==> src/hw/rtl/ialu_pkg.sv <==
// ----------------------------------------------------------------------------
// ialu_pkg
// shared constants and operation codes of the integer alu with power
// ----------------------------------------------------------------------------
package ialu_pkg;

  localparam int DATA_WIDTH_DEF = 64;
  localparam int IO_WIDTH       = 64;
  localparam int OP_WIDTH       = 4;

  localparam logic [OP_WIDTH-1:0] OP_ADD  = 4'd0;
  localparam logic [OP_WIDTH-1:0] OP_DIV  = 4'd1;
  localparam logic [OP_WIDTH-1:0] OP_POW  = 4'd2;
  localparam logic [OP_WIDTH-1:0] OP_MUL  = 4'd3;
  localparam logic [OP_WIDTH-1:0] OP_SUB  = 4'd4;
  localparam logic [OP_WIDTH-1:0] OP_AND  = 4'd5;
  localparam logic [OP_WIDTH-1:0] OP_OR   = 4'd6;
  localparam logic [OP_WIDTH-1:0] OP_EQV  = 4'd7;
  localparam logic [OP_WIDTH-1:0] OP_NEQV = 4'd8;
  localparam logic [OP_WIDTH-1:0] OP_EQ   = 4'd9;
  localparam logic [OP_WIDTH-1:0] OP_GE   = 4'd10;
  localparam logic [OP_WIDTH-1:0] OP_GT   = 4'd11;
  localparam logic [OP_WIDTH-1:0] OP_LE   = 4'd12;
  localparam logic [OP_WIDTH-1:0] OP_LT   = 4'd13;
  localparam logic [OP_WIDTH-1:0] OP_NE   = 4'd14;

endpackage

==> src/hw/rtl/ialu_mul.sv <==
// ----------------------------------------------------------------------------
// ialu_mul
// wrapping multiplier built from one shared half-width multiplier over
// three partial products, result valid in the cycle after the last phase
// ----------------------------------------------------------------------------
module ialu_mul #(
  parameter int DATA_WIDTH = ialu_pkg::DATA_WIDTH_DEF
) (
  input  logic                  clk,
  input  logic                  rst_n,
  input  logic                  start,
  input  logic [DATA_WIDTH-1:0] op_a,
  input  logic [DATA_WIDTH-1:0] op_b,
  output logic                  done,
  output logic [DATA_WIDTH-1:0] product
);

  localparam int W    = DATA_WIDTH;
  localparam int HALF = (W + 1) / 2;
  localparam int HW   = W - HALF;

  typedef enum logic [2:0] {
    P_IDLE,
    P_LL,
    P_LH,
    P_HL,
    P_SUM
  } phase_t;

  phase_t              phase_r, phase_nxt;
  logic [W-1:0]        a_r, a_nxt;
  logic [W-1:0]        b_r, b_nxt;
  logic [W-1:0]        acc_r, acc_nxt;
  logic [2*HALF-1:0]   pp_r, pp_nxt;
  logic                done_r, done_nxt;

  logic [HALF-1:0]     a_lo, a_hi, b_lo, b_hi;
  logic [HALF-1:0]     m_x, m_y;
  logic [W-1:0]        pp_shift;

  assign a_lo     = a_r[HALF-1:0];
  assign a_hi     = HALF'(a_r[W-1:HALF]);
  assign b_lo     = b_r[HALF-1:0];
  assign b_hi     = HALF'(b_r[W-1:HALF]);
  assign pp_shift = {pp_r[HW-1:0], {HALF{1'b0}}};

  always_comb begin
    phase_nxt = phase_r;
    a_nxt     = a_r;
    b_nxt     = b_r;
    acc_nxt   = acc_r;
    done_nxt  = 1'b0;
    m_x       = a_lo;
    m_y       = b_lo;
    case (phase_r)
      P_IDLE: begin
        if (start) begin
          a_nxt     = op_a;
          b_nxt     = op_b;
          phase_nxt = P_LL;
        end
      end
      P_LL: begin
        phase_nxt = P_LH;
      end
      P_LH: begin
        m_y       = b_hi;
        acc_nxt   = pp_r[W-1:0];
        phase_nxt = P_HL;
      end
      P_HL: begin
        m_x       = a_hi;
        acc_nxt   = acc_r + pp_shift;
        phase_nxt = P_SUM;
      end
      P_SUM: begin
        acc_nxt   = acc_r + pp_shift;
        done_nxt  = 1'b1;
        phase_nxt = P_IDLE;
      end
      default: begin
        phase_nxt = P_IDLE;
      end
    endcase
    pp_nxt = {{HALF{1'b0}}, m_x} * {{HALF{1'b0}}, m_y};
  end

  always_ff @(posedge clk) begin
    if (!rst_n) begin
      phase_r <= P_IDLE;
      done_r  <= 1'b0;
    end else begin
      phase_r <= phase_nxt;
      done_r  <= done_nxt;
    end
    a_r   <= a_nxt;
    b_r   <= b_nxt;
    acc_r <= acc_nxt;
    pp_r  <= pp_nxt;
  end

  assign done    = done_r;
  assign product = acc_r;

endmodule
==> config.mk <==
export PLATFORM = sky130hd
export DESIGN_NAME = ialu_mul
export DESIGN_NICKNAME = d
export VERILOG_FILES = /design/src/hw/rtl/ialu_pkg.sv /design/src/hw/rtl/ialu_mul.sv
export SDC_FILE = /design/constraint.sdc
export NUM_CORES = 2
export LEC_CHECK = 0
export ABC_AREA = 1
export ABC_CLOCK_PERIOD_IN_PS = 10250
export BUFFER_PORTS_ARGS = -buffer_cell sky130_fd_sc_hd__buf_2
export CORE_MARGIN = 2
export CORE_UTILIZATION = 37
export CTS_BUF_LIST = sky130_fd_sc_hd__clkbuf_8
export DETAILED_ROUTE_END_ITERATION = 10
export SYNTH_ARGS = -nofsm -noshare
export SYNTH_HDL_FRONTEND = slang
export SYNTH_SLANG_ARGS = --single-unit
==> constraint.sdc <==
create_clock -name clk -period 10.25 [get_ports clk]
set_input_delay 1.025 -clock clk [delete_from_list [all_inputs] [get_ports clk]]
set_output_delay 1.025 -clock clk [all_outputs]
set_load 0.005 [all_outputs]
# After elaboration in Yosys (flattened, before gate mapping)

Index checks and enable logic that the tools add are counted.

Output and inout port bits: 65
Bits of input ports: 131
Flip-flop bits (word level): 260

Multiply operators: 1
Eq/ne operators: 5
Add/subtract/negate cells: 1
Reduce and logical (&&, ||, !) cells: 4
Muxes and demuxes: 6

Operator list:

| operator             | number |
|---|---|
| $pmux W64 S2         | 1 |
| $add A64 B64 Y64     | 1 |
| $mul A32 B32 Y64     | 1 |
| $mux W32             | 2 |
| $pmux W3 S4          | 1 |
| $eq A3 B2 Y1 const B | 2 |
| $eq A3 B1 Y1 const B | 1 |
| $eq A3 B3 Y1 const B | 1 |
| $logic_not A3 Y1     | 1 |
| $mux W3              | 1 |
| $ne A2 B2 Y1 const B | 1 |
| $reduce_and A2 Y1    | 1 |
| $reduce_bool A2 Y1   | 1 |
| $reduce_or A2 Y1     | 1 |
| $mux W1              | 1 |

# Depth between registers and ports, before layout

Depth after elaboration: 3
Depth in mapped cells: 39
Depth with buffers taken out: 37

# Worst setup path before layout

OpenSTA, ideal clock, no wires.

Kind: input -> register
Start: input port start
End: register a_r[0] (enable)
Required time: 9.478 ns
Buffers on the path: 0
Arrival time: 9.661 ns
Path slack: -0.183 ns
Setup time: 0.772 ns
Stages: 2
Cell sequence: inv_1 > nor3_1

Cells in the longest elaborated chain, start to end: 1

Ends and longest elaborated chain:

| what                               | line           | RTL |
|---|---|---|
| from (decl)                        | ialu_mul.sv:11 | `input logic start,` |
| $reduce_and A2 Y1 (no source line) | -              |  |
| to (signal assigned)               | ialu_mul.sv:96 | `a_r <= a_nxt;` |
| to (decl)                          | ialu_mul.sv:31 | `logic [W-1:0] a_r, a_nxt;` |

No other way between the ends.
A chain may end at the register's enable or synchronous reset.

# Final worst setup path

Start: register phase_r[1]
End: register pp_r[59]

Cells in the longest elaborated chain, start to end: 3
Elaborated cells between the ends (all ways): 5

Ends and longest elaborated chain:

| what                   | line           | RTL |
|---|---|---|
| from (decl)            | ialu_mul.sv:30 | `phase_t phase_r, phase_nxt;` |
| from (signal assigned) | ialu_mul.sv:93 | `phase_r <= phase_nxt;` |
| $eq A3 B2 Y1           | ialu_mul.sv:55 | `case (phase_r)` |
| $mux W32               | ialu_mul.sv:55 |  |
| $mul A32 B32 Y64 *     | ialu_mul.sv:85 | `pp_nxt = {{HALF{1'b0}}, m_x} * {{HALF{1'b0}}, m_y};` |
| named net pp_nxt[59]   | ialu_mul.sv:34 | `logic [2*HALF-1:0] pp_r, pp_nxt;` |
| to (signal assigned)   | ialu_mul.sv:99 | `pp_r <= pp_nxt;` |
| to (decl)              | ialu_mul.sv:34 |  |

Mark *: on every way through the listed nets, which the timed path passes. The rest lies on a longest branch.

==> results.toml <==
[layout]
syn2layout_area_growth_pct = 7.75
finalNonFillerCells = 7302
final_area_sq_mm = 0.0489
drive_above_1_share_pct = 7.56
num-nets-final = 6959
fin_util_pct = 40.2
fillers = 12592

[sta]
grt_setup_unrepaired = "false"
relSlewSlack_pct = 8.77
min_period_ns = 9.23
clock-skew-final_ns = 0.0695
finalSetupViolCount = 0
hold_viol = 0
slew_violations = 0
fmax_mhz = 108
tightest_slew_ns = 1.37
fin_setup_tns_ns = 0
timing.final.crit_share_pct = 90.0

[clocking]
numCtsBuffers = 48
cts_max_level = 2
clockBufferDepth = 3
post-cts-setup-buffers = 0
cts.root.buffer_cell = "clkbuf_8"
cts_sinks = 260
clk_pin_slew_ns = 0.06
cts_hold_buf = 0
post_cts_resized = 0
cts_tree = "yes"
clock_latency_ns = 0.71

[worst_setup_path]
path_common_cell = "nand2_1"
worst_path_largest_cell_delay_ns = 0.64
cp-end-kind = "register"
cp.required_ns = 10.84
r2r_slack_ns = 1.02
worstPathArrival_ns = 9.81
rr_startpoint = "phase_r[1]"
rr_worst_depth = 32
crit_path_start_kind = "register"
path_class = "register to register"
slowest_stage = "inv_2"
r2r-end = "pp_r[59]"
path_max_fanout = 44

[synthesis]
ys_warn_count = 0
synthCells = 5496
synth_seq_cells = 260
syn_nets = 6818
syn_area_per_cell_sq_um = 8.26
synth.top_cell.area_share_pct = 39.6
synth_most_common_cell = "inv_1"
yosys.area.top_type = "fa_1"
seq_area_frac_synth_pct = 15.7
synth_area_leaders = "fa_1 40%, edfxtp_1 13%, inv_1 11%"
netlist_area_sq_mm = 0.0454
synth_edf_count = 192
synthFlopType = "edfxtp_1"
ys_types = 32
synthArstFlopShare_pct = 0
synthTopCellsByCount = "1373 x inv_1, 1337 x nand2_1, 897 x fa_1, 750 x nor2_1, 294 x ha_1"

[floorplan]
pin_count = 196
start_util_pct = 37.3
core_area_sq_mm = 0.122
die_w_um = 354
die_h_um = 354
die_area_sq_mm = 0.125
num_rows = 128

[route]
vias_per_cell = 4.95
drtPass1Iterations = 6
wirelength_mm = 156
drc = 0
route.antenna.remaining_nets = 0
vias = 36112
avgRoutedWirePerCell_um = 21.4
dr.first_iter.drc_count = 2931

[worst_hold_path]
min_path_type = "register to register"
worstHoldPathCells = 1
worstHoldStart = "phase_r[2]"
hold_end = "phase_r[1]"

[place]
io_buffers = 195
placed_area_sq_mm = 0.0480
dp_cells = 7212
hpwl_mm = 128
gp_congestion = 0.966

[flow_run]
maxCapViolCount = 0

[global_routing]
grt_pass1_wl_mm = 235
grt_use_total_pct = 25.1
antenna_found_initial = 7
overflow = 0
grt_max_degree = 66
grt_pass1_vias = 37915

[run_status]
status = "finished, final reports clean"
[cell families after synthesis]
kind of cell	after synthesis	synth area share, %
AOI/OAI and AO/OA	159	2.63
xor gates and xnor gates	50	0.965
adders and majority gates	1191	47.7
buffers and inverters	1587	13.9
DFF	260	15.7
and+or+nand+nor	2249	19.2
[layout by cell type, fill, tap and decap left out, drive strengths merged]
master | Yosys | final
clkbuf | 24 | 50
a21oi | 61 | 61
xor2 | 36 | 36
buf | 148 | 263
bufinv | 0 | 2
dfxtp | 68 | 68
o21bai | 13 | 13
inv | 1413 | 1433
clkinvlp | 0 | 2
a31oi | 2 | 2
clkinv | 2 | 17
nand3 | 104 | 104
nor4 | 3 | 3
or2 | 4 | 4
edfxtp | 192 | 192
nor3 | 25 | 25
ha | 294 | 294
diode | 0 | 1
nand2 | 1337 | 1337
nor2 | 751 | 751
o21ai | 82 | 82
xnor2 | 14 | 14
nand3b | 5 | 5
fa | 897 | 897
a211oi | 1 | 1
and3 | 1 | 1
nand4 | 19 | 19
[stage by stage]
step	setup WS, ns	hold slack, ns
after floorplan	2.91	0.443
after global placement	1.14	0.468
after detailed placement	1.04	0.473
after CTS	1.03	0.429
after global routing	0.577	0.457
final	1.02	0.439
[worst max-delay path, delay by kind of cell (launching register included)]
kind | cells | cell delay, ns
AOI/OAI and AO/OA | 2 | 0.69
DFF | 1 | 0.36
and+or+nand+nor | 13 | 1.68
adders and majority gates | 9 | 4.28
buffers and inverters | 8 | 2.09
[worst max-delay path by stage]
stage                     slack, ns  startpoint        to
after global placement         1.14  phase_r[1]  pp_r[59]
final                          1.02  phase_r[1]  pp_r[59]
after detailed placement       1.04  phase_r[1]  pp_r[59]
after global routing           0.58  phase_r[1]  pp_r[59]
after CTS                      1.03  phase_r[1]  pp_r[59]
after floorplan                2.91  phase_r[2]  pp_r[63]
[routing by layer]
layer / wire, um / part of all wire, % / global-route usage (%)
met5: 34 / 0.022 / 0
met4: 7620 / 4.9 / 10.6
met2: 70400 / 45 / 39.7
met3: 15100 / 9.7 / 5.56
met1: 63100 / 40 / 33.2
[registers in the layout, indices dropped and copies added (netlist names)]
| register | cells |
|---|---|
| a_r | 64 |
| b_r | 64 |
| pp_r | 64 |
| product | 64 |
| phase_r | 3 |
| done | 1 |
[final cells by class]
| cell class | instances | area, sq um | area share [%] |
|---|---|---|---|
| multi-input combinational | 3649 | 32000 | 65.5 |
| clock inverter | 39 | 240 | 0.491 |
| inverter | 1415 | 5310 | 10.9 |
| antenna | 1 | 2.50 | 0.00512 |
| sequential | 260 | 7130 | 14.6 |
| clock buffer | 50 | 688 | 1.41 |
| timing repair buffer | 263 | 1490 | 3.04 |
| tap | 1625 | 2030 | 4.16 |
Power is left out: the tool's default activity adds up to more than one toggle a clock period on the data nets, which glitch-free logic cannot reach.
